**config.mk**
```make
export PLATFORM = sky130hd
export DESIGN_NAME = rdtq_queue
export DESIGN_NICKNAME = d
export VERILOG_FILES = /design/src/rdtq_pkg.sv /design/src/rdtq_cell.sv /design/src/rdtq_queue.sv
export SDC_FILE = /design/constraint.sdc
export NUM_CORES = 2
export LEC_CHECK = 0
export CORE_ASPECT_RATIO = 1.4
export CORE_MARGIN = 2
export CORE_UTILIZATION = 55
export CTS_CLUSTER_SIZE = 20
export DETAILED_ROUTE_END_ITERATION = 16
export DONT_BUFFER_PORTS = 1
export PLACE_DENSITY_LB_ADDON = 0.3
export SLEW_MARGIN = 25
export SYNTH_ARGS = -nofsm -noshare
export SYNTH_HDL_FRONTEND = slang
export SYNTH_SLANG_ARGS = --single-unit
```
**constraint.sdc**
```tcl
create_clock -name clk -period 18.2 [get_ports clk]
set_input_delay 2.73 -clock clk [delete_from_list [all_inputs] [get_ports clk]]
set_output_delay 2.73 -clock clk [all_outputs]
set_load 0.05 [all_outputs]
```
**src/rdtq_pkg.sv**
```systemverilog
`default_nettype none
package rdtq_pkg;

  localparam int HANDLE_COUNT_DEF = 16;
  localparam int QUEUE_DEPTH_DEF  = 16;
  localparam int TIME_BITS_DEF    = 48;

  localparam int OP_W       = 3;
  localparam int HANDLE_W   = 4;
  localparam int DRAW_W     = 16;
  localparam int DELAY_W    = 16;
  localparam int COUNT_W    = 8;
  localparam int TIMEOUT_W  = 32;
  localparam int SHIFT_W    = 4;
  localparam int CFG_IDX_W  = 2;
  localparam int CFG_DATA_W = 32;

  localparam logic [TIMEOUT_W-1:0] TIMEOUT_RST = 32'd0;
  localparam logic [DELAY_W-1:0]   BASE_RST    = 16'd100;
  localparam logic [DELAY_W-1:0]   CAP_RST     = 16'd1000;
  localparam logic [SHIFT_W-1:0]   SHIFT_RST   = 4'd4;

  typedef enum logic [OP_W-1:0] {
    OP_BEGIN    = 3'd0,
    OP_SCHEDULE = 3'd1,
    OP_POP      = 3'd2,
    OP_CLEAR    = 3'd3,
    OP_RESET    = 3'd4
  } op_t;

  typedef enum logic [CFG_IDX_W-1:0] {
    REG_TIMEOUT = 2'd0,
    REG_BASE    = 2'd1,
    REG_CAP     = 2'd2,
    REG_SHIFT   = 2'd3
  } cfg_reg_t;

  typedef enum logic [1:0] {
    CH_HOLD   = 2'd0,
    CH_INSERT = 2'd1,
    CH_POP    = 2'd2,
    CH_CLEAR  = 2'd3
  } chain_cmd_t;

endpackage
`default_nettype wire

```
**src/rdtq_cell.sv**
```systemverilog
`default_nettype none
module rdtq_cell #(
  parameter int TIME_BITS = rdtq_pkg::TIME_BITS_DEF
) (
  input  wire                              clk,
  input  wire                              rst_n,
  input  rdtq_pkg::chain_cmd_t             cmd,
  input  wire [TIME_BITS-1:0]              ins_time,
  input  wire [rdtq_pkg::HANDLE_W-1:0]     ins_handle,
  input  wire                              left_keep,
  input  wire                              left_used,
  input  wire [TIME_BITS-1:0]              left_time,
  input  wire [rdtq_pkg::HANDLE_W-1:0]     left_handle,
  input  wire                              right_used,
  input  wire [TIME_BITS-1:0]              right_time,
  input  wire [rdtq_pkg::HANDLE_W-1:0]     right_handle,
  output logic                             used,
  output logic [TIME_BITS-1:0]             slot_time,
  output logic [rdtq_pkg::HANDLE_W-1:0]    slot_handle,
  output logic                             keep
);

  logic                          used_r, used_nxt;
  logic [TIME_BITS-1:0]          time_r, time_nxt;
  logic [rdtq_pkg::HANDLE_W-1:0] handle_r, handle_nxt;

  // entry stays put on insert when it is due no later than the new one
  assign keep = used_r && (time_r <= ins_time);

  always_comb begin
    used_nxt   = used_r;
    time_nxt   = time_r;
    handle_nxt = handle_r;
    case (cmd)
      rdtq_pkg::CH_INSERT: begin
        if (!keep) begin
          if (left_keep) begin
            used_nxt   = 1'b1;
            time_nxt   = ins_time;
            handle_nxt = ins_handle;
          end else begin
            used_nxt   = left_used;
            time_nxt   = left_time;
            handle_nxt = left_handle;
          end
        end
      end
      rdtq_pkg::CH_POP: begin
        used_nxt   = right_used;
        time_nxt   = right_time;
        handle_nxt = right_handle;
      end
      rdtq_pkg::CH_CLEAR: begin
        used_nxt = 1'b0;
      end
      default: begin
      end
    endcase
  end

  always_ff @(posedge clk) begin
    if (!rst_n) begin
      used_r <= 1'b0;
    end else begin
      used_r <= used_nxt;
    end
    time_r   <= time_nxt;
    handle_r <= handle_nxt;
  end

  assign used        = used_r;
  assign slot_time   = time_r;
  assign slot_handle = handle_r;

endmodule
`default_nettype wire

```
**src/rdtq_queue.sv**
```systemverilog
`default_nettype none
module rdtq_queue #(
  parameter int QUEUE_DEPTH = rdtq_pkg::QUEUE_DEPTH_DEF,
  parameter int TIME_BITS   = rdtq_pkg::TIME_BITS_DEF
) (
  input  wire                             clk,
  input  wire                             rst_n,
  input  rdtq_pkg::chain_cmd_t            cmd,
  input  wire [TIME_BITS-1:0]             ins_time,
  input  wire [rdtq_pkg::HANDLE_W-1:0]    ins_handle,
  output logic                            head_used,
  output logic [TIME_BITS-1:0]            head_time,
  output logic [rdtq_pkg::HANDLE_W-1:0]   head_handle,
  output logic                            full,
  output logic [QUEUE_DEPTH-1:0]          used_vec
);

  logic [QUEUE_DEPTH-1:0]        keep_vec;
  logic [TIME_BITS-1:0]          time_a   [QUEUE_DEPTH];
  logic [rdtq_pkg::HANDLE_W-1:0] handle_a [QUEUE_DEPTH];

  for (genvar i = 0; i < QUEUE_DEPTH; i++) begin : g_slot
    logic                          lk, lu, ru;
    logic [TIME_BITS-1:0]          lt, rt;
    logic [rdtq_pkg::HANDLE_W-1:0] lh, rh;

    if (i == 0) begin : g_first
      assign lk = 1'b1;
      assign lu = 1'b0;
      assign lt = '0;
      assign lh = '0;
    end else begin : g_mid_left
      assign lk = keep_vec[i-1];
      assign lu = used_vec[i-1];
      assign lt = time_a[i-1];
      assign lh = handle_a[i-1];
    end

    if (i == QUEUE_DEPTH - 1) begin : g_last
      assign ru = 1'b0;
      assign rt = '0;
      assign rh = '0;
    end else begin : g_mid_right
      assign ru = used_vec[i+1];
      assign rt = time_a[i+1];
      assign rh = handle_a[i+1];
    end

    rdtq_cell #(
      .TIME_BITS (TIME_BITS)
    ) u_slot (
      .clk          (clk),
      .rst_n        (rst_n),
      .cmd          (cmd),
      .ins_time     (ins_time),
      .ins_handle   (ins_handle),
      .left_keep    (lk),
      .left_used    (lu),
      .left_time    (lt),
      .left_handle  (lh),
      .right_used   (ru),
      .right_time   (rt),
      .right_handle (rh),
      .used         (used_vec[i]),
      .slot_time    (time_a[i]),
      .slot_handle  (handle_a[i]),
      .keep         (keep_vec[i])
    );
  end

  assign head_used   = used_vec[0];
  assign head_time   = time_a[0];
  assign head_handle = handle_a[0];
  assign full        = used_vec[QUEUE_DEPTH-1];

endmodule
`default_nettype wire

```
Yosys cells after proc, flatten, opt, wreduce, memory -nomap -nowiden

Index checks and enable logic that the tools add are counted.

Logic and storage cells: 276
Register bits: 848
Input bits: 56

Multiplexer cells: 141
$lt $le $gt $ge: 16
Equality and inequality tests: 19
Reduce and logical (&&, ||, !) cells: 52

Operator list:

| operator             | number |
|---|---|
| $pmux W48 S2         | 16 |
| $mux W48             | 31 |
| $le A48 B48 Y1       | 16 |
| $pmux W4 S2          | 16 |
| $mux W4              | 31 |
| $reduce_and A2 Y1    | 32 |
| $pmux W1 S3          | 15 |
| $ne A2 B2 Y1 const B | 16 |
| $mux W1              | 31 |
| $logic_and A1 B1 Y1  | 16 |
| $eq A2 B2 Y1 const B | 2 |
| $reduce_bool A2 Y1   | 2 |
| $reduce_bool A3 Y1   | 1 |
| $eq A2 B1 Y1 const B | 1 |
| $pmux W1 S2          | 1 |
| $reduce_or A2 Y1     | 1 |

Longest topological paths before layout

Depth after elaboration: 5
Depth in mapped cells: 13
Gate-level depth less buffers: 10

Modules after synthesis

Synthesis repeated with hierarchy kept, for this count alone.

Cells, all modules: 6,692
Area total of the unflattened synthesis: 63,652.3 um^2

By module, submodules not included:

| module                            | instances | area an instance (um^2) | cells an instance |
|---|---|---|---|
| rdtq_cell at g_slot[0].u_slot ... | 15        | 3,971.3                 | 418 |
| rdtq_cell at g_slot[2].u_slot     | 1         | 3,955.0                 | 404 |
| rdtq_queue                        | 1         | 127.6                   | 18 |

Worst setup path after synthesis

OpenSTA, ideal clock, no wires.

Path type: input -> register
From: input ins_time[42]
To: register g_slot[12].u_slot.handle_r, in the netlist g_slot[12].u_slot.slot_handle[0] (enable)
Library setup time: 0.534 ns
Setup slack: 8.915 ns
Stages on the path: 11
Arrival time: 8.751 ns
Path through: clkbuf_1 -> inv_1 -> ha_1 -> nand4_1 -> or3_1 -> nor4_1 -> o211ai_1 -> and3_1 -> buf_2 -> buf_2 -> o21ai_0

Cells in the longest elaborated chain, start to end: 4

Ends and longest elaborated chain:

| item                               | line            | RTL |
|---|---|---|
| start: declaration                 | rdtq_queue.sv:9 | `input wire [TIME_BITS-1:0] ins_time,` |
| $le A48 B48 Y1                     | rdtq_cell.sv:28 | `assign keep = used_r && (time_r <= ins_time);` |
| $logic_and A1 B1 Y1                | rdtq_cell.sv:28 |  |
| $ne A2 B2 Y1 (no source line)      | --              |  |
| $reduce_and A2 Y1 (no source line) | --              |  |
| end signal: assignment             | rdtq_cell.sv:68 | `handle_r <= handle_nxt;` |
| end: declaration                   | rdtq_cell.sv:25 | `logic [rdtq_pkg::HANDLE_W-1:0] handle_r, handle_nxt;` |

No other way between the ends.
A chain may end at the register's enable or synchronous reset.

Worst setup path in the final report

From: input ins_time[43]
To: register g_slot[0].u_slot.time_r[5] (enable)

Cells in the longest elaborated chain, start to end: 4

Ends and longest elaborated chain:

| item                               | line            | RTL |
|---|---|---|
| $le A48 B48 Y1                     | rdtq_cell.sv:28 |  |
| $logic_and A1 B1 Y1                | rdtq_cell.sv:28 |  |
| $ne A2 B2 Y1 (no source line)      | --              |  |
| $reduce_and A2 Y1 (no source line) | --              |  |
| end signal: assignment             | rdtq_cell.sv:67 | `time_r <= time_nxt;` |
| end: declaration                   | rdtq_cell.sv:24 | `logic [TIME_BITS-1:0] time_r, time_nxt;` |

No other way between the ends.

==> reports/qor.csv <==
stage,metric,value,unit
global_routing,antenna_found_initial,5,
clock_tree,clk_latency,0.72,ns
sta,hold_viol,0,
logic_synthesis,yosys.area_share.simple,12.3,%
job,drv_cap,0,
critical_path,path_common_cell,nand4_1,
final_layout,layout-drive-gt1-share,4.71,%
clock_tree,clock_sinks,848,
sta,fin_setup_tns,0,ns
sta,worst_slew_pin_slew,1.19,ns
clock_tree,hold_buffers,0,
critical_path,critPathBufInv,2,
critical_path,crit_fanout,33,
place,io_buffers,0,
drt,antenna_left,0,
logic_synthesis,yosys-top-cells-area,"edfxtp_1 (42%), ha_1 (16%), mux2i_1 (11%)",
critical_path,cp_top_family,compound AO/OA/AOI/OAI gates,
power,vdd_drop_max,79.5,uV
logic_synthesis,synth_top_area_share,42.3,%
clock_tree,htreeDepth,3,
logic_synthesis,syn_avg_cell_area,9.99,um^2
sta,slew_violations,0,
final_layout,area_growth,6.87,%
drt,wire_per_inst,29.5,um
clock_tree,clock_path_buffers,3,
global_routing,grt_pass1_vias,47000,
logic_synthesis,async_flop_share,0,%
global_routing,grt_usage,38.2,%
drt,drt_iter0_markers,6302,
logic_synthesis,synth_top_flop_cell,edfxtp_1,
global_routing,overflow,0,
status,status,completed,
logic_synthesis,syn_area,59000,um^2
place,place_congestion,1.04,
final_layout,final_nets,6546,
drt,vias,48600,
power,power.density,89.5,nW/um^2
power,leakage,25.8,nW
critical_path,cp_num_cells,10,
logic_synthesis,synth_warnings,0,
clock_tree,cts_setup_buffers,0,
logic_synthesis,synth_top_family_by_area,adder cells,
drt,vias_per_cell,6.72,
sta,worst_slack,10.22,ns
logic_synthesis,ys_ff_latch,848,
sta,max_freq,0.125,GHz
drt,firstDrtPassIters,7,
place,dp_hpwl,148000,um
logic_synthesis,synth.distinct_cells,59,
critical_path,crit_slowest_cell,a31oi_1,
critical_path,critical_path_required,18.51,ns
sta,finalSetupViolCount,0,
worst_hold_path,hold_class,flop to flop,
critical_path,path_cells,inv_1 -> ha_1 -> nand4_1 -> nor4_2 -> nand4_1 -> a31oi_1 -> a2111o_1 -> a21boi_4 -> o21ai_4 -> buf_4,
die,die_h,392,um
worst_hold_path,hold_depth,2,
die,die_area,110000,um^2
drt,drc,0,
critical_path,worst_setup_path_end_kind,flop,
clock_tree,root_buffer,clkbuf_16,
logic_synthesis,syn_nets,6732,
critical_path,cp.arrival,8.29,ns
logic_synthesis,yosysSeqAreaShare,42.9,%
drt,wl,214000,um
clock_tree,clk_pin_slew,0.06,ns
sta,grt_setup_unrepaired,false,
logic_synthesis,syn_inst,5908,
critical_path,worstSetupPathType,input port to flop,
die,io-pin-count,126,
sta,fin_skew,0.0377,ns
logic_synthesis,synth_edf_count,832,
logic_synthesis,yosysTopAreaCell,edfxtp_1,
logic_synthesis,synthMuxAreaShare,10.6,%
logic_synthesis,synth_fa_ha_area_share,16.3,%
critical_path,crit_path_start_kind,input port,
final_layout,fill_cells,9058,
clock_tree,cts_buffers,88,
global_routing,grt_pass1_wl,310000,um
critical_path,reg2reg_depth,9,
die,core-area,107000,um^2
logic_synthesis,synth-compound-area-share,14.4,%
sta,timing.slew.headroom,18.9,%
sta,min_period_over_period,43.8,%
logic_synthesis,synth_xor_area_share,0,%
place,dp_slack,9.72,ns
die,rows,142,
clock_tree,cts_tree,built,
clock_tree,post_cts_resized,0,
global_routing,grt_max_degree,256,
die,die_x,281,um
sta,min_period,7.98,ns
die,initial_core_util,55.3,%
critical_path,max_stage_delay,0.91,ns
worst reg2reg max path, cell delays in order (launching register included):
cell and delay (ns):
edfxtp_1 0.67, ha_1 0.46, nand4_1 0.25, nor4_2 0.72, nand4_1 0.67, a31oi_1 0.91, a2111o_1 0.25, a21boi_4 0.20
o21ai_4 0.90, buf_4 0.74
report_power, final:
group          internal [mW]  switching (mW)  total [mW]
Clock                   1.06           0.855        1.91
Combinational          0.382           0.697        1.08
Sequential              2.41           0.246        2.66
Total                   3.85            1.80        5.65
path summary, 6_finish.rpt:
| kind | from | end | slack, ns |
|---|---|---|---|
| setup / recovery | ins_time[43] | g_slot[0].u_slot.slot_time[5] | 10.22 |
| hold / removal | g_slot[15].u_slot.slot_handle[0] | g_slot[14].u_slot.slot_handle[0] | 0.53 |
| setup reg to reg | g_slot[0].u_slot.slot_time[43] | g_slot[0].u_slot.slot_time[5] | 11.92 |
| hold reg to reg | g_slot[15].u_slot.slot_handle[0] | g_slot[14].u_slot.slot_handle[0] | 0.53 |
layer usage:
metal | vias to the layer above | track usage (%) | wire [um]
met5 | - | 0 | 45
met4 | 8 | 29.1 | 18600
met3 | 638 | 8.43 | 21200
met2 | 2707 | 58.6 | 94400
met1 | 23500 | 47.0 | 79300
li1 | 21800 | - | -
stage by stage:
stage | instances | util (%) | total power, mW | area (um^2) | hold slack (ns)
after detailed placement | 7068 | 56.3 | 3.73 | 60100 | 0.523
final | 7235 | 59.1 | 5.65 | 63100 | 0.532
after global routing | 7233 | 59.1 | 5.83 | 63100 | 0.555
after global placement | 7064 | 56.2 | 3.68 | 60000 | 0.513
after CTS | 7229 | 59.0 | 5.61 | 63000 | 0.538
after floorplan | 5908 | - | 3.32 | 59000 | 0.473
cells in the mapped netlist (100+ instances only):
library cell  instances
nand2_1             990
edfxtp_1            832
ha_1                768
mux2i_1             624
a21oi_1             568
o21ai_0             508
clkbuf_1            245
o21ai_1             222
nor2_1              207
nand4_1             181
nand3_1             139
inv_1               100
cell type report:
cell class / count / area, um^2 / area share [%]
antenna: 2 / 5.00 / 0.00793
clock buffer: 98 / 2300 / 3.65
clock inverter: 63 / 598 / 0.948
inverter: 100 / 375 / 0.595
multi-input combinational: 4601 / 31900 / 50.5
sequential: 848 / 25300 / 40.1
tap: 1440 / 1800 / 2.86
timing repair buffer: 83 / 821 / 1.30
cell families (layout without fill, tap and decap cells):
logic type / Yosys count / count (layout)
AO/OA/AOI/OAI: 1554 / 1554
multiplexers: 624 / 624
other: 0 / 2
flip-flops: 848 / 848
AND/OR/NAND/NOR: 1655 / 1655
adder cells (fa/ha/maj): 768 / 768
buffers and inverters: 459 / 344
flip-flops by register name (all words and copies together) (netlist names):
signal,flops
g_slot.u_slot.slot_handle,64
g_slot.u_slot.slot_time,768
g_slot.u_slot.used,16
cells in the final DEF, fill, tap and decap left out, types with 12 or more instances in the layout:
cell type,instances
a211oi_1,31
a21o_1,54
a21oi_1,567
a221o_1,13
a31oi_1,13
buf_4,71
clkbuf_16,91
clkinv_1,18
clkinv_2,21
dfxtp_1,16
edfxtp_1,832
ha_1,768
inv_1,100
mux2i_1,624
nand2_1,990
nand3_1,137
nand4_1,181
nor2_1,207
nor2b_1,24
nor3_1,22
nor4_1,28
o211ai_1,34
o21ai_0,494
o21ai_1,221
o21ai_4,15
o22ai_1,12
Power figures use the tool's default switching activity.
